$ cat config.mk
export PLATFORM = sky130hd
export DESIGN_NAME = largest_remainder_weight_normalizer_unit
export DESIGN_NICKNAME = d
export VERILOG_FILES = /design/src/sv/lrwn_pkg.sv /design/src/sv/lrwn_div.sv /design/src/sv/lrwn_dpath.sv /design/src/sv/lrwn_ctrl.sv /design/src/sv/largest_remainder_weight_normalizer_unit.sv
export VERILOG_INCLUDE_DIRS = /design/src /design/src/sv
export SDC_FILE = /design/constraint.sdc
export NUM_CORES = 2
export LEC_CHECK = 0
export BUFFER_PORTS_ARGS = -buffer_cell sky130_fd_sc_hd__buf_2
export CORE_UTILIZATION = 54
export CTS_BUF_LIST = sky130_fd_sc_hd__clkbuf_16
export DETAILED_ROUTE_END_ITERATION = 10
export GPL_TIMING_DRIVEN = 0
export PLACE_DENSITY = 0.78
export SLEW_MARGIN = 20
export SYNTH_ARGS = -nofsm -noshare
export SYNTH_HDL_FRONTEND = slang
export SYNTH_HIERARCHICAL = 1
export SYNTH_SLANG_ARGS = --single-unit
$ cat constraint.sdc
create_clock -name aclk -period 11.9 [get_ports aclk]
set_input_delay 1.19 -clock aclk [delete_from_list [all_inputs] [get_ports aclk]]
set_output_delay 1.19 -clock aclk [all_outputs]
set_load 0.01 [all_outputs]
$ cat src/sv/largest_remainder_weight_normalizer_unit_assert.svh
// Assertion macros for the largest remainder weight normalizer.
// Included by the controller and datapath modules; no other dependencies.
`ifndef LARGEST_REMAINDER_WEIGHT_NORMALIZER_UNIT_ASSERT_SVH
`define LARGEST_REMAINDER_WEIGHT_NORMALIZER_UNIT_ASSERT_SVH
`ifndef SYNTHESIS
// Checked property, disabled while reset is asserted.
`define LRWN_ASSERT(label, clk, rstn, prop, msg) \
    label: assert property (@(posedge clk) disable iff (!rstn) prop) else $error(msg);
// Checked property that also holds through reset.
`define LRWN_ASSERT_ALWAYS(label, clk, prop, msg) \
    label: assert property (@(posedge clk) prop) else $error(msg);
`else
`define LRWN_ASSERT(label, clk, rstn, prop, msg)
`define LRWN_ASSERT_ALWAYS(label, clk, prop, msg)
`endif
`endif

$ cat src/sv/lrwn_pkg.sv
// Shared types and constants of the largest remainder weight normalizer.
// No dependencies; used by the controller, datapath and top level.
`default_nettype none

package lrwn_pkg;

    localparam int NUM_WEIGHTS   = 4;
    localparam int IDX_BITS      = 2;
    localparam int TGT_BITS      = 16;
    localparam int ACC_BITS      = TGT_BITS + 1;
    // Dividing the target by the number of weights is a shift by this amount.
    localparam int QUARTER_SHIFT = 2;

    typedef enum logic [6:0] {
        ST_IDLE  = 7'b0000001,
        ST_CHECK = 7'b0000010,
        ST_MUL   = 7'b0000100,
        ST_START = 7'b0001000,
        ST_WAIT  = 7'b0010000,
        ST_FIX   = 7'b0100000,
        ST_PUB   = 7'b1000000
    } state_t;

    typedef struct packed {
        logic load;
        logic pass;
        logic zero_err;
        logic subst;
        logic mul;
        logic div_start;
        logic store;
        logic bump;
        logic publish;
    } cmd_t;

    typedef struct packed {
        logic sum_eq;
        logic sum_zero;
        logic tgt_lt4;
        logic div_done;
        logic idx_last;
        logic acc_lt_tgt;
    } sts_t;

endpackage

`default_nettype wire

$ cat src/sv/lrwn_div.sv
// Radix-2 restoring divider, one quotient bit per cycle.
// Standalone; instantiated by lrwn_dpath.
`default_nettype none

module lrwn_div #(
    parameter int DW = 32,
    parameter int VW = 18
) (
    input  wire logic          aclk,
    input  wire logic          aresetn,
    input  wire logic          start,
    input  wire logic [DW-1:0] dividend,
    input  wire logic [VW-1:0] divisor,
    output logic               done,
    output logic [DW-1:0]      quot,
    output logic [VW-1:0]      rem
);

    localparam int CW = $clog2(DW);

    logic          busy_reg, busy_next;
    logic          done_reg, done_next;
    logic [CW-1:0] cnt_reg, cnt_next;
    logic [DW-1:0] quo_reg;
    logic [VW-1:0] rem_reg;

    logic [VW:0]   trial;
    logic [VW+1:0] diff;
    logic          borrow;

    // The partial remainder stays below the divisor, so the shifted trial
    // value stays below twice the divisor.
    assign trial  = {rem_reg, quo_reg[DW-1]};
    assign diff   = {1'b0, trial} - {2'b00, divisor};
    assign borrow = diff[VW+1];

    always_comb begin
        busy_next = busy_reg;
        done_next = 1'b0;
        cnt_next  = cnt_reg;
        if (start) begin
            busy_next = 1'b1;
            cnt_next  = CW'(DW - 1);
        end else if (busy_reg) begin
            cnt_next = cnt_reg - CW'(1);
            if (cnt_reg == '0) begin
                busy_next = 1'b0;
                done_next = 1'b1;
            end
        end
    end

    always_ff @(posedge aclk) begin
        if (!aresetn) begin
            busy_reg <= 1'b0;
            done_reg <= 1'b0;
            cnt_reg  <= '0;
        end else begin
            busy_reg <= busy_next;
            done_reg <= done_next;
            cnt_reg  <= cnt_next;
        end
    end

    always_ff @(posedge aclk) begin
        if (start) begin
            quo_reg <= dividend;
            rem_reg <= '0;
        end else if (busy_reg) begin
            quo_reg <= {quo_reg[DW-2:0], ~borrow};
            rem_reg <= borrow ? trial[VW-1:0] : diff[VW-1:0];
        end
    end

    assign done = done_reg;
    assign quot = quo_reg;
    assign rem  = rem_reg;

endmodule

`default_nettype wire

$ cat src/sv/lrwn_dpath.sv
// Datapath of the normalizer: weight and result registers, multiplier,
// remainder scan and output register. Uses lrwn_pkg and lrwn_div.
`default_nettype none
`include "largest_remainder_weight_normalizer_unit_assert.svh"

module lrwn_dpath #(
    parameter int WEIGHT_BITS = 16
) (
    input  wire logic            aclk,
    input  wire logic            aresetn,
    input  wire lrwn_pkg::cmd_t  cmd,
    output lrwn_pkg::sts_t       sts,
    input  wire logic [15:0]     s_weight_0,
    input  wire logic [15:0]     s_weight_1,
    input  wire logic [15:0]     s_weight_2,
    input  wire logic [15:0]     s_weight_3,
    input  wire logic [15:0]     s_target_total,
    output logic [15:0]          m_norm_0,
    output logic [15:0]          m_norm_1,
    output logic [15:0]          m_norm_2,
    output logic [15:0]          m_norm_3,
    output logic                 m_zero_sum_error
);

    localparam int TB    = lrwn_pkg::TGT_BITS;
    localparam int NW    = lrwn_pkg::NUM_WEIGHTS;
    localparam int IB    = lrwn_pkg::IDX_BITS;
    localparam int AB    = lrwn_pkg::ACC_BITS;
    localparam int QS    = lrwn_pkg::QUARTER_SHIFT;
    // Only the low weight bits count; substitute weights need TB-QS bits.
    localparam int W_EFF = (WEIGHT_BITS < TB) ? WEIGHT_BITS : TB;
    localparam int WREG  = (W_EFF > TB - QS) ? W_EFF : TB - QS;
    localparam int SUMW  = WREG + QS;
    localparam int PW    = WREG + TB;

    logic [WREG-1:0] w_in [NW];
    logic [SUMW-1:0] sum_in;

    logic [WREG-1:0] w_reg [NW];
    logic [SUMW-1:0] sum_reg;
    logic [TB-1:0]   tgt_reg;
    logic [PW-1:0]   prod_reg;
    logic [TB-1:0]   q_reg [NW];
    logic [SUMW-1:0] r_reg [NW];
    logic [AB-1:0]   acc_reg;
    logic [IB-1:0]   idx_reg;
    logic            err_reg;
    logic [TB-1:0]   norm_reg [NW];
    logic            norm_err_reg;

    logic [PW-1:0]   div_quot;
    logic [SUMW-1:0] div_rem;
    logic            div_done;
    logic [TB-1:0]   quot16;

    logic [IB-1:0]   best_idx;
    logic [SUMW-1:0] best_r;

    assign w_in[0] = WREG'(s_weight_0[W_EFF-1:0]);
    assign w_in[1] = WREG'(s_weight_1[W_EFF-1:0]);
    assign w_in[2] = WREG'(s_weight_2[W_EFF-1:0]);
    assign w_in[3] = WREG'(s_weight_3[W_EFF-1:0]);
    assign sum_in  = SUMW'(w_in[0]) + SUMW'(w_in[1]) + SUMW'(w_in[2]) + SUMW'(w_in[3]);

    lrwn_div #(
        .DW (PW),
        .VW (SUMW)
    ) u_div (
        .aclk     (aclk),
        .aresetn  (aresetn),
        .start    (cmd.div_start),
        .dividend (prod_reg),
        .divisor  (sum_reg),
        .done     (div_done),
        .quot     (div_quot),
        .rem      (div_rem)
    );

    // The quotient never exceeds the target, so its low bits carry it all.
    assign quot16 = div_quot[TB-1:0];

    // Largest remainder, first index on a tie, index 0 when all are zero.
    always_comb begin
        best_idx = '0;
        best_r   = '0;
        for (int i = 0; i < NW; i++) begin
            if (r_reg[i] > best_r) begin
                best_r   = r_reg[i];
                best_idx = IB'(i);
            end
        end
    end

    always_ff @(posedge aclk) begin
        if (!aresetn) begin
            tgt_reg <= '0;
            acc_reg <= '0;
            idx_reg <= '0;
            err_reg <= 1'b0;
        end else begin
            if (cmd.load) begin
                tgt_reg <= s_target_total;
                acc_reg <= '0;
                idx_reg <= '0;
                err_reg <= 1'b0;
            end
            if (cmd.zero_err) begin
                err_reg <= 1'b1;
            end
            if (cmd.store) begin
                acc_reg <= acc_reg + AB'(quot16);
                idx_reg <= idx_reg + IB'(1);
            end
            if (cmd.bump) begin
                acc_reg <= acc_reg + AB'(1);
            end
        end
    end

    always_ff @(posedge aclk) begin
        if (cmd.load) begin
            for (int i = 0; i < NW; i++) begin
                w_reg[i] <= w_in[i];
            end
            sum_reg <= sum_in;
        end
        if (cmd.subst) begin
            for (int i = 0; i < NW; i++) begin
                w_reg[i] <= WREG'(tgt_reg >> QS);
            end
            sum_reg <= SUMW'((tgt_reg >> QS) << QS);
        end
        if (cmd.pass) begin
            for (int i = 0; i < NW; i++) begin
                q_reg[i] <= TB'(w_reg[i]);
            end
        end
        if (cmd.zero_err) begin
            for (int i = 0; i < NW; i++) begin
                q_reg[i] <= '0;
            end
        end
        if (cmd.mul) begin
            prod_reg <= PW'(w_reg[idx_reg]) * PW'(tgt_reg);
        end
        if (cmd.store) begin
            q_reg[idx_reg] <= quot16;
            r_reg[idx_reg] <= div_rem;
        end
        if (cmd.bump) begin
            q_reg[best_idx] <= q_reg[best_idx] + TB'(1);
            r_reg[best_idx] <= '0;
        end
        if (cmd.publish) begin
            for (int i = 0; i < NW; i++) begin
                norm_reg[i] <= q_reg[i];
            end
            norm_err_reg <= err_reg;
        end
    end

    assign sts.sum_eq     = (sum_reg == SUMW'(tgt_reg));
    assign sts.sum_zero   = (sum_reg == '0);
    assign sts.tgt_lt4    = ((tgt_reg >> QS) == '0);
    assign sts.div_done   = div_done;
    assign sts.idx_last   = (idx_reg == IB'(NW - 1));
    assign sts.acc_lt_tgt = (acc_reg < AB'(tgt_reg));

    assign m_norm_0         = norm_reg[0];
    assign m_norm_1         = norm_reg[1];
    assign m_norm_2         = norm_reg[2];
    assign m_norm_3         = norm_reg[3];
    assign m_zero_sum_error = norm_err_reg;

    `LRWN_ASSERT(a_acc_le_target, aclk, aresetn, acc_reg <= AB'(tgt_reg), "running total passed the target")
    `LRWN_ASSERT(a_rem_below_sum, aclk, aresetn, div_done |-> (div_rem < sum_reg), "remainder not below the weight sum")

endmodule

`default_nettype wire

$ cat src/sv/lrwn_ctrl.sv
// Controller state machine of the normalizer; issues datapath commands.
// Uses lrwn_pkg types.
`default_nettype none
`include "largest_remainder_weight_normalizer_unit_assert.svh"

module lrwn_ctrl (
    input  wire logic           aclk,
    input  wire logic           aresetn,
    input  wire logic           s_valid,
    output logic                s_ready,
    output logic                m_valid,
    input  wire logic           m_ready,
    input  wire lrwn_pkg::sts_t sts,
    output lrwn_pkg::cmd_t      cmd
);

    lrwn_pkg::state_t state_reg, state_next;
    logic             m_valid_reg, m_valid_next;

    always_comb begin
        state_next = state_reg;
        cmd        = '0;
        unique case (state_reg)
            lrwn_pkg::ST_IDLE: begin
                if (s_valid) begin
                    cmd.load   = 1'b1;
                    state_next = lrwn_pkg::ST_CHECK;
                end
            end
            lrwn_pkg::ST_CHECK: begin
                priority if (sts.sum_eq) begin
                    cmd.pass   = 1'b1;
                    state_next = lrwn_pkg::ST_PUB;
                end else if (sts.sum_zero && sts.tgt_lt4) begin
                    cmd.zero_err = 1'b1;
                    state_next   = lrwn_pkg::ST_PUB;
                end else begin
                    cmd.subst  = sts.sum_zero;
                    state_next = lrwn_pkg::ST_MUL;
                end
            end
            lrwn_pkg::ST_MUL: begin
                cmd.mul    = 1'b1;
                state_next = lrwn_pkg::ST_START;
            end
            lrwn_pkg::ST_START: begin
                cmd.div_start = 1'b1;
                state_next    = lrwn_pkg::ST_WAIT;
            end
            lrwn_pkg::ST_WAIT: begin
                if (sts.div_done) begin
                    cmd.store  = 1'b1;
                    state_next = sts.idx_last ? lrwn_pkg::ST_FIX : lrwn_pkg::ST_MUL;
                end
            end
            lrwn_pkg::ST_FIX: begin
                if (sts.acc_lt_tgt) begin
                    cmd.bump = 1'b1;
                end else begin
                    state_next = lrwn_pkg::ST_PUB;
                end
            end
            lrwn_pkg::ST_PUB: begin
                if (!m_valid_reg || m_ready) begin
                    cmd.publish = 1'b1;
                    state_next  = lrwn_pkg::ST_IDLE;
                end
            end
            default: begin
                state_next = lrwn_pkg::ST_IDLE;
            end
        endcase
    end

    always_comb begin
        m_valid_next = m_valid_reg;
        if (cmd.publish) begin
            m_valid_next = 1'b1;
        end else if (m_ready) begin
            m_valid_next = 1'b0;
        end
    end

    always_ff @(posedge aclk) begin
        if (!aresetn) begin
            state_reg   <= lrwn_pkg::ST_IDLE;
            m_valid_reg <= 1'b0;
        end else begin
            state_reg   <= state_next;
            m_valid_reg <= m_valid_next;
        end
    end

    assign s_ready = (state_reg == lrwn_pkg::ST_IDLE);
    assign m_valid = m_valid_reg;

    `LRWN_ASSERT(a_publish_free, aclk, aresetn, cmd.publish |-> (!m_valid_reg || m_ready), "result overwritten before it was taken")
    `LRWN_ASSERT(a_done_in_wait, aclk, aresetn, sts.div_done |-> (state_reg == lrwn_pkg::ST_WAIT), "divider finished outside the wait state")
    `LRWN_ASSERT_ALWAYS(a_reset_clears_out, aclk, !aresetn |=> !m_valid_reg, "output valid survived reset")

endmodule

`default_nettype wire

$ cat src/sv/largest_remainder_weight_normalizer_unit.sv
// Top level of the largest remainder weight normalizer.
// Depends on lrwn_pkg, lrwn_ctrl, lrwn_dpath and lrwn_div.
//
// Channel   Direction  Handshake          Payload
// s_        input      s_valid / s_ready  s_weight_0..3, s_target_total
// m_        output     m_valid / m_ready  m_norm_0..3, m_zero_sum_error
//
// One transaction is worked on at a time. Each weight is multiplied by the
// target and divided by the weight sum on a shared serial divider that
// retires one quotient bit per cycle. The internal weight width is the
// smaller of WEIGHT_BITS and 16, but at least 14. The passthrough and
// all-zero error cases skip the multiply and divide rounds. Reset is
// synchronous and active low and clears the control state and the target,
// running total, index and error registers, but not the weight, quotient,
// remainder or result registers. A finished result sits in an output register,
// so a new input transaction is taken while the result waits for m_ready; only
// the next result stalls if the previous one has still not been taken.
`default_nettype none

module largest_remainder_weight_normalizer_unit #(
    parameter int WEIGHT_BITS = 16
) (
    input  wire logic        aclk,
    input  wire logic        aresetn,
    input  wire logic        s_valid,
    output logic             s_ready,
    input  wire logic [15:0] s_weight_0,
    input  wire logic [15:0] s_weight_1,
    input  wire logic [15:0] s_weight_2,
    input  wire logic [15:0] s_weight_3,
    input  wire logic [15:0] s_target_total,
    output logic             m_valid,
    input  wire logic        m_ready,
    output logic [15:0]      m_norm_0,
    output logic [15:0]      m_norm_1,
    output logic [15:0]      m_norm_2,
    output logic [15:0]      m_norm_3,
    output logic             m_zero_sum_error
);

    // Commands flow from the state machine to the datapath; status flows back.
    lrwn_pkg::cmd_t cmd;
    lrwn_pkg::sts_t sts;

    // The controller sequences the check, the four multiply and divide
    // rounds, the remainder fix-up and the handoff to the output register.
    lrwn_ctrl u_ctrl (
        .aclk    (aclk),
        .aresetn (aresetn),
        .s_valid (s_valid),
        .s_ready (s_ready),
        .m_valid (m_valid),
        .m_ready (m_ready),
        .sts     (sts),
        .cmd     (cmd)
    );

    // The datapath holds the weights, quotients and remainders, the
    // multiplier, the serial divider and the result register.
    lrwn_dpath #(
        .WEIGHT_BITS (WEIGHT_BITS)
    ) u_dpath (
        .aclk             (aclk),
        .aresetn          (aresetn),
        .cmd              (cmd),
        .sts              (sts),
        .s_weight_0       (s_weight_0),
        .s_weight_1       (s_weight_1),
        .s_weight_2       (s_weight_2),
        .s_weight_3       (s_weight_3),
        .s_target_total   (s_target_total),
        .m_norm_0         (m_norm_0),
        .m_norm_1         (m_norm_1),
        .m_norm_2         (m_norm_2),
        .m_norm_3         (m_norm_3),
        .m_zero_sum_error (m_zero_sum_error)
    );

endmodule

`default_nettype wire

Word level (Yosys, flattened, before mapping):

Memories as Yosys holds them, arrays and structs flattened. A register that Yosys moved wholly into a read port is not among the register bits.
Cells that the tools add are included.

* flip-flop bits (word level): 152
* bits in latches: 0
* bits in read-only memories: 0
* RAM bits: 264
* memories kept: 4

* muxes and demuxes: 82
* bitwise gates (word level): 11
* eq/ne operators: 13
* reductions and logical operators: 17
* order comparisons: 5
* $add $sub $neg: 9
* multipliers: 1
* divide/modulo/power cells: 0
* shift-type cells: 0

Memories
* u_dpath.r_reg: words 4, bits a word 18, read ports 4, clocked after Yosys merged registers in 0, wr ports 1, RTL line lrwn_dpath.sv:44 `logic [SUMW-1:0] r_reg [NW];`
* u_dpath.norm_reg: words 4, bits a word 16, read ports 4, clocked after Yosys merged registers in 0, wr ports 4, RTL line lrwn_dpath.sv:48 `logic [TB-1:0] norm_reg [NW];`
* u_dpath.q_reg: words 4, bits a word 16, read ports 5, clocked after Yosys merged registers in 0, wr ports 4, RTL line lrwn_dpath.sv:43 `logic [TB-1:0] q_reg [NW];`
* u_dpath.w_reg: words 4, bits a word 16, read ports 5, clocked after Yosys merged registers in 1, wr ports 4, RTL line lrwn_dpath.sv:39 `logic [WREG-1:0] w_reg [NW];`

Operators with widths (count)
* $mux W16: 12
* $mux W18: 5
* $mux W32: 2
* $gt A18 B18 Y1: 3
* $mux W17: 3
* $pmux W7 S7: 1
* $mux W7: 6
* $mux W1: 39
* $add A18 B16 Y18: 2
* $mul A16 B16 Y32: 1
* $reduce_or A16 Y1: 2
* $mux W2: 10
* $sub A19 B18 Y20: 1
* $eq A18 B16 Y1: 1
* $gt A18 B1 Y1 const B: 1
* $logic_not A18 Y1: 1
* $reduce_or A18 Y1: 1
* $add A16 B16 Y17: 1
* $add A17 B1 Y17 const B: 1
* $add A17 B16 Y17: 1
* $lt A17 B16 Y1: 1
* $add A16 B1 Y16 const B: 1
* $logic_not A16 Y1: 1
* $mux W5: 2
* other kinds (24): 39

Logic depth before layout (Yosys ltp):

An unclocked memory read counts as a cell.

* word-level depth: 12
* depth in mapped cells: 37

Hierarchy:

The synthesis kept the hierarchy.

By module, submodules not included
* lrwn_dpath: cells each 2811, instances 1, seq. area each 9399.0 um^2, area each 27253.6 um^2
* lrwn_div: cells each 343, instances 1, seq. area each 1461.4 um^2, area each 3472.1 um^2
* lrwn_ctrl: cells each 68, instances 1, seq. area each 160.2 um^2, area each 590.6 um^2

Worst setup path before layout:

Ideal clock, no wire load.

* path type: register to register
* from: mem u_dpath/r_reg[0][17] in the netlist's numbering
* to: mem u_dpath/q_reg[2][10] in the netlist's numbering (data pin)
* stages on the path, launching flop included: 38
* clock period less this slack: 8.437 ns
* arrival time: 8.172 ns
* path slack: 3.463 ns
* data required time: 11.635 ns
* path through: dfxtp_1 -> inv_1 -> ha_1 -> and4_1 -> nand3_1 -> or4_1 -> a22oi_2 -> buf_4 -> clkbuf_1 -> buf_2 -> mux2i_1 -> ha_1 -> o21ai_0 -> nor2_1 -> a2111oi_0 -> nand3_1 -> clkbuf_1 -> nand2_1 -> [2 not listed] -> nand2_1 -> o21ai_0 -> ha_1 -> and4_1 -> and3_1 -> a311o_1 -> o22a_1 -> buf_2 -> o211ai_1 -> clkbuf_1 -> nor2_1 -> nor2_1 -> ha_1 -> o2111ai_1 -> nor3_1 -> nand2_1 -> xnor2_1 -> a21oi_1

RTL lines (RTL line)
* from (decl): lrwn_dpath.sv:44
* to (decl): lrwn_dpath.sv:43

==> results.md <==
- Synth top cells by count: nand2_1, inv_1, edfxtp_1
- Final cell count without fillers: 4222
- Synth Instances: 3222
- Placed Cells: 4137
- Cell area after layout: 34600 µm²
- EDFF count, synth: 265
- Synth Flop Type: edfxtp_1
- Final setup fails: 0
- Final worst path period need: 11340 ps
- Worst Hold Class: reg2reg
- Worst Clk Skew: 44.9 ps
- Starting Density: 55.1%
- Yosys warns: 6
- Arr. time, crit path: 11660 ps
- Status: completed
- Vias in the first global route: 24200
- Cts hold-fix bufs: 0
- Clock Pin Slew Worst Setup and Hold Paths: 60 ps
- Count leader, synth: nand2_1
- Num CTS Buffers: 46
- Crit. End Element: register
- Chip width: 243 µm
- Crit path largest cell delay: 630 ps
- Clk buf depth: 3
- Filler instances: 4783
- Area of the multi-input gates: 18400 µm²
- Syn Std Cell Area: 31300 µm²
- Setup bufs post-CTS: 0
- Fin crit share: 95.3%
- Slew @ Worst Pin: 1060 ps
- Max FFs per register: 72
- CP required: 12220 ps
- Reg area: 11000 µm²
- Max Slew Vio Count: 0
- P_leak: 14.5 nW
- Initial drt markers: 2176
- Antenna violations before repair: 0
- Kind of critical path: reg2reg
- Post-DP HPWL: 71600 µm
- Syn avg cell area: 9.72 µm²
- Leading post-synthesis cells by cell area: edfxtp_1, fa_1, dfxtp_1, ha_1, nand2_1
- CORE AREA: 56800 µm²
- Final Hold Viols: 0
- RSZ-0062 raised after global routing: no
- Largest net degree at the start of global routing: 66
- First-pass GRT wire length: 138000 µm
- Pre-Repair DR Iteration Count: 6
- Area grow syn2layout: 10.4%
- Ant diodes: 0
- Slowest stage cell on the critical path: clkbuf_1
- Combined global-route utilization of all metal layers: 30.4%
- Remaining Overflow, GRT: 0
- Setup TNS: 0 ps
- Power density over the cells: 125 nW/µm²
- CTS tree: done
- Slew HR: 28.9%
- Buffers added on ports: 150
- Post-synthesis cell type count: 92
- Synth area leader: edfxtp_1
- Part of the Yosys area used for sequential elements: 35.2%
- Dpl cell area: 33100 µm²
- Crit Path Max Fanout: 10
- Site Rows: 87
- Cells resized by post-CTS repair: 0
- IO Count: 151
- DRC errors left: 0
- Maximum vdd drop: 126 µV
- Max_cap viols: 0
- FMAX: 88.2 MHz
- Root Buffer: clkbuf_16
- DR WL/cell: 21.2 µm
- H-Tree Level Count: 2
- DIE HEIGHT: 243 µm
- Routability congestion estimate: 1.00
- Die area: 59000 µm²
- Crit path launch type: register
- Syn nets: 3766
- #FFs+latches synth: 418
- Clk sinks: 418
- DR vias: 24900
- Worst-Skew Late Latency: 610 ps
- Fin nets: 3973
- Final ANT Viol Nets: 0
- Layout cells sized above 1: 9.32%
- Drt total wl: 89500 µm
- Post-synth top area share: 25.4%
- FFs w/ async S/R, synth: 0%
- Via/cell ratio: 5.90
## cells by family (layout without fill, tap and decap cells)
| family | count (synthesis) | after routing | share of synthesized area, % |
|---|---|---|---|
| xor gates and xnor gates | 103 | 103 | 2.90 |
| muxes | 112 | 112 | 4.35 |
| adders and majority gates | 460 | 460 | 23.8 |
| AOI/OAI and AO/OA | 624 | 624 | 12.2 |
| and+or+nand+nor | 1009 | 1009 | 15.4 |
| DFF | 418 | 418 | 35.2 |
| buffers and inverters | 496 | 740 | 6.08 |
## power by group
group	switching, W	total (W)	leakage [nW]	internal (W)
combinational	0.000773	0.00128	10.1	0.000510
sequential	0.0000577	0.00168	3.69	0.00162
clock	0.000614	0.00135	0.724	0.000735
## cell usage in the layout (no fill, tap or decap), types with 22 or more instances in the layout
| master | n |
|---|---|
| edfxtp_1 | 265 |
| and3_1 | 22 |
| nor2_1 | 135 |
| fa_1 | 228 |
| buf_2 | 160 |
| o21ai_0 | 138 |
| nand2_1 | 515 |
| nor3_1 | 25 |
| mux2i_1 | 63 |
| and2_1 | 104 |
| inv_1 | 331 |
| a21oi_1 | 250 |
| nand2b_1 | 24 |
| clkbuf_1 | 139 |
| ha_1 | 232 |
| a21o_1 | 39 |
| clkbuf_16 | 46 |
| xor2_1 | 51 |
| dfxtp_1 | 153 |
| nor3b_1 | 66 |
| a211oi_1 | 61 |
| mux2_2 | 33 |
| nand3_1 | 32 |
| xnor2_1 | 51 |
## critical path: cells and delay by family, from the launching register on
kind | cells | cell delay, ps
flip-flops | 1 | 360
multiplexers | 1 | 340
AO/OA/AOI/OAI | 9 | 2440
adder cells (fa/ha/maj) | 4 | 1150
buffers and inverters | 9 | 3290
XOR/XNOR | 1 | 330
AND/OR/NAND/NOR | 13 | 3110
## through the flow
| step | utilization (%) | setup slack (ps) | power [W] | hold WS, ps |
|---|---|---|---|---|
| 3_3_place_gp | 58.1 | 888 | 0.00294 | 422 |
| 3_5_place_dp | 58.3 | 777 | 0.00295 | 435 |
| 6_report | 60.8 | 560 | 0.00431 | 449 |
| 2_1_floorplan | - | 3460 | 0.00258 | 409 |
| 4_1_cts | 60.8 | 740 | 0.00431 | 447 |
| 5_1_grt | 60.8 | 12.1 | 0.00453 | 460 |
## layout make-up
cell class | count | share of cell area (%)
inverters | 327 | 3.55
well taps | 756 | 2.74
flip-flops and latches | 418 | 31.9
plain buffers | 169 | 1.96
clock inverters | 39 | 0.775
repair buffers | 159 | 2.54
clock buffers | 46 | 3.33
multi-input cells | 2308 | 53.2
## final timing paths
kind,startpoint,end,slack (ps),cells after the start
setup / recovery,u_dpath/r_reg[0][17],u_dpath/q_reg[2][12],560,37
hold / removal,u_dpath/q_reg[3][14],u_dpath/norm_reg[3][14],450,0
setup reg to reg,u_dpath/r_reg[0][17],u_dpath/q_reg[2][12],560,37
hold reg to reg,u_dpath/q_reg[3][14],u_dpath/norm_reg[3][14],450,0
## routing by layer
| layer | up-vias | global-route usage (%) | part of all wire (%) |
|---|---|---|---|
| met2 | 1227 | 49.4 | 47 |
| met5 | - | 0 | 0 |
| met1 | 12000 | 39.2 | 39 |
| met4 | 0 | 13.5 | 4.4 |
| met3 | 207 | 6.27 | 9.6 |
| li1 | 11500 | - | - |
Power figures use the tool's default switching activity.
